[config.mk]
export PLATFORM = sky130hd
export DESIGN_NAME = two_pad_slide_tap_detector
export DESIGN_NICKNAME = d
export VERILOG_FILES = /design/src/hw/rtl/tpstd_pkg.sv /design/src/hw/rtl/tpstd_core.sv /design/src/hw/rtl/two_pad_slide_tap_detector.sv
export SDC_FILE = /design/constraint.sdc
export NUM_CORES = 1
export LEC_CHECK = 0
export ABC_AREA = 1
export BUFFER_PORTS_ARGS = -buffer_cell sky130_fd_sc_hd__buf_2
export CAP_MARGIN = 20
export CELL_PAD_IN_SITES_DETAIL_PLACEMENT = 1
export CELL_PAD_IN_SITES_GLOBAL_PLACEMENT = 1
export CORE_ASPECT_RATIO = 2
export CORE_MARGIN = 10
export CORE_UTILIZATION = 30
export CTS_CLUSTER_DIAMETER = 150
export DETAILED_ROUTE_END_ITERATION = 6
export PLACE_DENSITY = 0.62
export SETUP_SLACK_MARGIN = 0.5
export SYNTH_ARGS = -nofsm -noshare
export SYNTH_HDL_FRONTEND = slang
export SYNTH_HIERARCHICAL = 1
export SYNTH_SLANG_ARGS = --single-unit
[constraint.sdc]
create_clock -name i_clk -period 6.5 [get_ports i_clk]
set_clock_uncertainty 0.15 [all_clocks]
set_input_delay 0.325 -clock i_clk [delete_from_list [all_inputs] [get_ports i_clk]]
set_output_delay 0.325 -clock i_clk [all_outputs]
set_load 0.02 [all_outputs]
[src/hw/rtl/tpstd_pkg.sv]
`default_nettype none
// ----------------------------------------------------------------------------
// tpstd_pkg
// Shared types and constants for the two-pad slide and tap detector.
// ----------------------------------------------------------------------------
package tpstd_pkg;

    localparam int TIME_W    = 63;
    localparam int CHAN_W    = 4;
    localparam int REQ_W     = 2;
    localparam int GEST_W    = 2;
    localparam int WIN_W     = 24;
    localparam int CFG_IDX_W = 1;
    localparam int CFG_DAT_W = 24;

    // stream payload widths, padded to whole bytes
    localparam int S_TDATA_W = 72;
    localparam int M_TDATA_W = 8;

    // request kinds
    localparam logic [REQ_W-1:0] REQ_ACTIVE   = 2'd0;
    localparam logic [REQ_W-1:0] REQ_INACTIVE = 2'd1;
    localparam logic [REQ_W-1:0] REQ_POLL     = 2'd2;
    localparam logic [REQ_W-1:0] REQ_UNUSED   = 2'd3;

    // gesture codes
    localparam logic [GEST_W-1:0] GEST_TAP        = 2'd0;
    localparam logic [GEST_W-1:0] GEST_ONE_TO_TWO = 2'd1;
    localparam logic [GEST_W-1:0] GEST_TWO_TO_ONE = 2'd2;

    // configuration register indexes
    localparam logic [CFG_IDX_W-1:0] CFG_SLIDE_WINDOW = 1'd0;
    localparam logic [CFG_IDX_W-1:0] CFG_PAD_ONE_CHAN = 1'd1;

    localparam logic [WIN_W-1:0]  SLIDE_WINDOW_RST = 24'd300000;
    localparam logic [CHAN_W-1:0] PAD_ONE_CHAN_RST = 4'd6;

    // registered request handed to the gesture core
    typedef struct packed {
        logic              valid;
        logic [REQ_W-1:0]  req_type;
        logic [CHAN_W-1:0] channel;
        logic [TIME_W-1:0] now_us;
    } t_req;

    // results of one request: count 0..2, first gesture; a second one is always a tap
    typedef struct packed {
        logic [1:0]        cnt;
        logic [GEST_W-1:0] first;
    } t_gest_res;

endpackage : tpstd_pkg
`default_nettype wire

[src/hw/rtl/tpstd_core.sv]
`default_nettype none
// ----------------------------------------------------------------------------
// tpstd_core
// Pad state, configuration registers and gesture decision for one request.
// ----------------------------------------------------------------------------
module tpstd_core (
    input  wire                               i_clk,
    input  wire                               i_rst_n,
    input  wire                               i_cfg_we,
    input  wire  [tpstd_pkg::CFG_IDX_W-1:0]   i_cfg_addr,
    input  wire  [tpstd_pkg::CFG_DAT_W-1:0]   i_cfg_data,
    input  tpstd_pkg::t_req                   i_req,
    input  wire                               i_fire,
    output tpstd_pkg::t_gest_res              o_res
);
    import tpstd_pkg::*;

    logic [WIN_W-1:0]  r_window;
    logic [CHAN_W-1:0] r_pad_one_chan;
    logic              r_one_down, r_two_down;
    logic [TIME_W-1:0] r_one_time, r_two_time;
    logic              r_one_seen, r_two_seen;
    logic              r_slide_rep;

    logic              is_one;
    logic              down1, up1, down2, up2;
    logic              win1, win2;
    logic              s21, s12, tap1, tap2;
    logic              sr2;
    logic [TIME_W-1:0] gap1, gap2;

    assign is_one = (i_req.channel == r_pad_one_chan);

    // press time of zero means never pressed; time running backwards is inside
    assign gap1 = i_req.now_us - r_one_time;
    assign gap2 = i_req.now_us - r_two_time;
    assign win1 = (r_one_time != '0) &&
                  ((i_req.now_us < r_one_time) || (gap1 <= TIME_W'(r_window)));
    assign win2 = (r_two_time != '0) &&
                  ((i_req.now_us < r_two_time) || (gap2 <= TIME_W'(r_window)));

    assign down1 = r_one_down && !r_one_seen;
    assign up1   = !r_one_down && r_one_seen;
    assign down2 = r_two_down && !r_two_seen;
    assign up2   = !r_two_down && r_two_seen;

    assign s21  = down1 && r_two_down && !r_slide_rep && win2;
    assign s12  = down2 && r_one_down && !r_slide_rep && !s21 && win1;
    assign sr2  = r_slide_rep || s21 || s12;
    assign tap1 = up1 && !sr2 && !r_two_down;
    assign tap2 = up2 && !sr2 && !r_one_down;

    always_comb begin
        o_res.cnt   = 2'd0;
        o_res.first = GEST_TAP;
        if (i_req.valid && i_req.req_type == REQ_POLL) begin
            if (s21) begin
                o_res.cnt   = 2'd1;
                o_res.first = GEST_TWO_TO_ONE;
            end else if (s12) begin
                o_res.cnt   = 2'd1;
                o_res.first = GEST_ONE_TO_TWO;
            end else begin
                o_res.cnt = {1'b0, tap1} + {1'b0, tap2};
            end
        end
    end

    always_ff @(posedge i_clk) begin
        if (!i_rst_n) begin
            r_window       <= SLIDE_WINDOW_RST;
            r_pad_one_chan <= PAD_ONE_CHAN_RST;
        end else if (i_cfg_we) begin
            unique case (i_cfg_addr)
                CFG_SLIDE_WINDOW: r_window       <= i_cfg_data[WIN_W-1:0];
                CFG_PAD_ONE_CHAN: r_pad_one_chan <= i_cfg_data[CHAN_W-1:0];
                default: ;
            endcase
        end
    end

    always_ff @(posedge i_clk) begin
        if (!i_rst_n) begin
            r_one_down  <= 1'b0;
            r_two_down  <= 1'b0;
            r_one_time  <= '0;
            r_two_time  <= '0;
            r_one_seen  <= 1'b0;
            r_two_seen  <= 1'b0;
            r_slide_rep <= 1'b0;
        end else if (i_fire) begin
            unique case (i_req.req_type)
                REQ_ACTIVE: begin
                    if (is_one) begin
                        r_one_down <= 1'b1;
                        r_one_time <= i_req.now_us;
                    end else begin
                        r_two_down <= 1'b1;
                        r_two_time <= i_req.now_us;
                    end
                end
                REQ_INACTIVE: begin
                    if (is_one) r_one_down <= 1'b0;
                    else        r_two_down <= 1'b0;
                end
                REQ_POLL: begin
                    // gesture ends once both pads are up
                    r_slide_rep <= sr2 && (r_one_down || r_two_down);
                    r_one_seen  <= r_one_down;
                    r_two_seen  <= r_two_down;
                end
                REQ_UNUSED: ;
                default: ;
            endcase
        end
    end

endmodule : tpstd_core
`default_nettype wire

[src/hw/rtl/two_pad_slide_tap_detector.sv]
`default_nettype none
// ----------------------------------------------------------------------------
// two_pad_slide_tap_detector
// Slide and tap gesture detection from pad events and poll ticks.
// ----------------------------------------------------------------------------
// A request enters an input register, its gesture decision is made
// combinationally by the core, and its results go to a two-entry result
// register that drives the output stream. Pad events and polls with at
// most one result stream back to back while the output side is ready;
// after a poll that finds two taps, the next request that has a result
// waits while the first tap drains, and pad events pass meanwhile.
// Configuration writes take effect at the next clock and belong in idle
// periods.
module two_pad_slide_tap_detector (
    input  wire                                i_clk,
    input  wire                                i_rst_n,
    input  wire                                i_cfg_we,
    input  wire  [tpstd_pkg::CFG_IDX_W-1:0]    i_cfg_addr,
    input  wire  [tpstd_pkg::CFG_DAT_W-1:0]    i_cfg_data,
    input  wire                                s_axis_tvalid,
    output logic                               s_axis_tready,
    input  wire  [tpstd_pkg::S_TDATA_W-1:0]    s_axis_tdata,  // channel[3:0], now_us[66:4]
    input  wire  [tpstd_pkg::REQ_W-1:0]        s_axis_tuser,  // req_type[1:0]
    output logic                               m_axis_tvalid,
    input  wire                                m_axis_tready,
    output logic [tpstd_pkg::M_TDATA_W-1:0]    m_axis_tdata,  // gesture[1:0]
    output logic                               m_axis_tlast
);
    import tpstd_pkg::*;

    t_req              r_req;
    t_gest_res         res;
    logic              fire, pop, room;
    logic [1:0]        r_out_cnt;
    logic [GEST_W-1:0] r_out_g0, r_out_g1;
    logic              r_out_l0, r_out_l1;

    tpstd_core u_core (
        .i_clk      (i_clk),
        .i_rst_n    (i_rst_n),
        .i_cfg_we   (i_cfg_we),
        .i_cfg_addr (i_cfg_addr),
        .i_cfg_data (i_cfg_data),
        .i_req      (r_req),
        .i_fire     (fire),
        .o_res      (res)
    );

    assign pop  = m_axis_tvalid && m_axis_tready;
    assign room = (r_out_cnt == 2'd0) || (r_out_cnt == 2'd1 && m_axis_tready);
    assign fire = r_req.valid && ((res.cnt == 2'd0) || room);
    assign s_axis_tready = !r_req.valid || fire;

    // input register
    always_ff @(posedge i_clk) begin
        if (!i_rst_n) begin
            r_req <= '0;
        end else begin
            if (s_axis_tready) begin
                r_req.valid <= s_axis_tvalid;
            end
            if (s_axis_tvalid && s_axis_tready) begin
                r_req.req_type <= s_axis_tuser;
                r_req.channel  <= s_axis_tdata[CHAN_W-1:0];
                r_req.now_us   <= s_axis_tdata[CHAN_W +: TIME_W];
            end
        end
    end

    // result register, entry 0 is on the bus
    always_ff @(posedge i_clk) begin
        if (!i_rst_n) begin
            r_out_cnt <= 2'd0;
        end else if (fire && res.cnt != 2'd0) begin
            r_out_cnt <= res.cnt;
        end else if (pop) begin
            r_out_cnt <= r_out_cnt - 2'd1;
        end
    end

    always_ff @(posedge i_clk) begin
        if (fire && res.cnt != 2'd0) begin
            r_out_g0 <= res.first;
            r_out_l0 <= (res.cnt == 2'd1);
            r_out_g1 <= GEST_TAP;
            r_out_l1 <= 1'b1;
        end else if (pop) begin
            r_out_g0 <= r_out_g1;
            r_out_l0 <= r_out_l1;
        end
    end

    assign m_axis_tvalid = (r_out_cnt != 2'd0);
    assign m_axis_tdata  = {{(M_TDATA_W-GEST_W){1'b0}}, r_out_g0};
    assign m_axis_tlast  = r_out_l0;

    a_cnt_bound: assert property (@(posedge i_clk) disable iff (!i_rst_n)
        r_out_cnt != 2'd3)
        else $error("result register count out of range");

    a_pair_not_last: assert property (@(posedge i_clk) disable iff (!i_rst_n)
        (r_out_cnt == 2'd2) |-> !r_out_l0)
        else $error("first of two results marked last");

    a_load_shows: assert property (@(posedge i_clk) disable iff (!i_rst_n)
        (fire && res.cnt != 2'd0) |=> m_axis_tvalid)
        else $error("results of a poll not presented");

    a_no_overrun: assert property (@(posedge i_clk) disable iff (!i_rst_n)
        (fire && res.cnt != 2'd0) |-> (r_out_cnt == 2'd0 || pop))
        else $error("results loaded over pending output");

endmodule : two_pad_slide_tap_detector
`default_nettype wire

==> summary.txt <==
Yosys
  • EDFF count, synth: 3
  • Ys Warns: 6
  • Main area contributors after synthesis: nand2_1 (22%), dfxtp_1 (21%), inv_1 (13%)
  • Cell count after synthesis: 3,947
  • Area leader, netlist: nand2_1
  • Primary FF master, synth: dfxtp_1
  • Async set or reset register ratio after synthesis: 0
  • Number of synthesized register bits: 234
  • Yosys top cell area share: 0.216
  • Mapped Avg Cell Area: 5.67 um^2
  • Synth cell types: between 40 and 50
  • Seq/Total Area, Yosys: 0.211
  • Mapped Area: 22,400 um^2

Timing
  • Final Max Tran Viols: 0
  • Setup TNS: 0 ns
  • Hold Fails Final Rpt: 0
  • Achievable Freq: roughly 0.17 GHz
  • Final setup fails: 0
  • RSZ-0062 raised after global routing: true
  • Worst-Margin Slew: 1.15 ns
  • Final worst-path cycle share: 0.898
  • Final Critical Period: 5.84 ns
  • Slew margin rel.: 0.221

CTS
  • Later-pin clock latency in the skew report: roughly 0.61 ns
  • Max Root-Sink Buffers: 3
  • Num CTS Buffers: 26
  • H-tree lvl count: 1
  • CTS tree: built
  • CTS sink cnt: 234
  • Root Buffer Master: clkbuf_16
  • Clock transition at the registers of the reported paths: around 0.06 ns

Global route
  • Global Route Usage Sum: 0.239
  • Largest net degree at the start of global routing: 81
  • Initial antenna violation count: 2
  • Vias in the first global route: 26,710
  • Overflow after GRT: 0
  • First-pass GRT wire length: 155,000 um

Worst setup path
  • Critical path capture point: u_core/r_one_time[20]
  • Max incr delay on CP: between 0.4 and 0.5 ns
  • Worst Path Max Fanout: 8
  • Worst setup path start: r_req[1]
  • Worst setup path class: reg2reg
  • Worst path bufs/invs: 7
  • Delay-heaviest family, CP: simple AND/OR/NAND/NOR gates
  • CP endpoint kind: flop
  • Worst Reg2Reg Path Length in Cells: 35
  • Crit path required time: 6.83 ns
  • Crit path DAT: 6.17 ns
  • Worst R2R End: u_core/r_one_time[20]
  • Reg2reg start: r_req[1]
  • CP startpoint kind: flop
  • Worst path depth: 35
  • CP max-delay cell: or4_4
  • Reg2Reg Setup Slack: 0.66 ns

Detailed routing
  • Via count: 25,575
  • Final ANT Viol Nets: 0
  • DR vias/cell: 4.99
  • Total wire length: around 110,000 um
  • DRC violations left: 0
  • DR iter-0 viols: 985
  • Wire per inst: roughly 21 um
  • TritonRoute pass-1 iters: 5

Finish
  • Fin area: 27,300 um^2
  • Most frequent cells in the layout: nand2_1 (1,248), inv_1 (755), nor2_1 (372), a21oi_1 (271), dfxtp_1 (209)
  • Commonest non-fill, non-tap cell in the layout: nand2_1
  • Layout area overhead: 22.1%
  • Fraction of layout cells with a size suffix above 1: 0.120
  • Number of nets in the layout: 4,455

Place
  • Placed Instance Area: 24,100 um^2
  • DP Wirelength: roughly 87,000 um
  • # port buffers: 103
  • Placer Congestion: approximately 0.98

Die
  • Ports: 115
  • Row count: 141
  • Initial core utilization: 0.303
  • Die Span X: around 210 um
  • Core area: 73,900 um^2
  • Die span in y: between 400 and 500 um
  • Die area: 86,600 um^2

Hold path
  • Hold Crit Class: in2reg

Status
  • Status: completed

Pwr
  • Maximum vdd drop: 0.200 mV
  • Leak: 14.4 nW
  • PD cells: 231 nW/um^2

Job
  • MaxCap Viol Count: 0
-- cell type report --
class | instances | area, um^2
multi-input combinational | 2864 | 15300
tap | 929 | 1160
antenna | 1 | 2.50
timing repair buffer | 274 | 2300
inverter | 771 | 2910
clock buffer | 38 | 777
fill | 9851 | 46600
sequential | 234 | 4770
timing repair inverter | 1 | 8.76
clock inverter | 9 | 139
-- synthesized netlist by cell type (21+ instances only) --
| master | number |
|---|---|
| nand3_1 | 147 |
| dfxtp_1 | 231 |
| nor2_1 | 405 |
| o21ai_0 | 185 |
| nor2_2 | 27 |
| xor2_1 | 43 |
| nand3b_1 | 90 |
| a21oi_1 | 276 |
| nor4_1 | 27 |
| nand4_1 | 61 |
| inv_1 | 762 |
| nor3_1 | 21 |
| ha_1 | 177 |
| nand2_2 | 24 |
| clkbuf_1 | 63 |
| nand2_1 | 1287 |
-- routing by layer --
metal	track usage	vias to the layer above	wire length [um]	part of all wire
li1	-	12724	-	-
met1	0.227	12111	37500	0.35
met2	0.469	460	58700	0.55
met3	0.0146	278	2170	0.020
met4	0.174	2	9320	0.087
met5	0	-	7	0.000065
-- state kept, by name, summed over array words and instances (netlist names) --
signal                 count
m_axis_tlast               1
r_out_g0                   2
u_core/r_window           24
u_core/r_one_time         63
u_core/r_one_down          1
r_out_cnt                  2
r_req                     70
u_core/r_pad_one_chan      4
u_core/r_one_seen          1
u_core/r_two_seen          1
u_core/r_slide_rep         1
u_core/r_two_time         63
u_core/r_two_down          1
-- cells by family (layout without fill, tap and decap cells) --
group	Yosys count	after routing	synth area share
and+or+nand+nor	2124	2124	0.405
buffers and inverters	854	1093	0.145
other	1	7	0.000168
AOI/OAI and AO/OA	501	501	0.117
adders and majority gates	179	179	0.101
DFF	234	234	0.211
xor gates and xnor gates	54	54	0.0211
-- where the power goes --
part           switching [W]  leakage, nW  total [W]  internal [W]
clock network       0.000709        0.438    0.00166      0.000950
registers          0.0000843         1.93    0.00160       0.00151
logic                0.00207         12.0    0.00307       0.00100
-- how the worst min path moves through the flow --
| stage | depth (start not counted) | slack, ns | startpoint | endpoint |
|---|---|---|---|---|
| floorplan | 2 | 0.29 | u_core/r_two_seen | u_core/r_two_seen |
| global placement | 2 | 0.31 | u_core/r_two_time[33] | u_core/r_two_time[33] |
| detailed placement | 2 | 0.32 | u_core/r_one_time[62] | u_core/r_one_time[62] |
| CTS | 4 | 0.0006 | s_axis_tdata[21] | r_req[17] |
| global route | 4 | 0.04 | s_axis_tdata[5] | r_req[1] |
| finish | 4 | 0.008 | s_axis_tdata[5] | r_req[1] |
-- worst min-delay path: stages --
cell and delay [ns]:
buf_2 0.07, nand3b_1 0.10, nand2_1 0.11, nor2_1 0.11
-- per-stage QoR --
stage / hold WS [ns] / cells / power, W / setup WS, ns / utilization
after global placement: 0.311 / 4947 / 0.00440 / 0.278 / 0.326
final: 0.00829 / 5121 / 0.00633 / 0.665 / 0.370
after CTS: 0.000557 / 5091 / 0.00620 / 0.503 / 0.354
after global routing: 0.0430 / 5120 / 0.00675 / 0.377 / 0.370
after detailed placement: 0.322 / 4947 / 0.00445 / 0.166 / 0.326
after floorplan: 0.287 / 3952 / 0.00343 / 1.17 / -
-- timing repair --
action                                 in CTS  in global routing
buffers inserted                            4                 17
resized for setup                          29                273
hold buffers                               91                  0
pin swaps                                   2                 28
setup endpoints to repair                 198                199
gates cloned                                2                 12
endpoints found under the hold margin      95                  0
No activity file was read; power rests on OpenSTA's default activity.
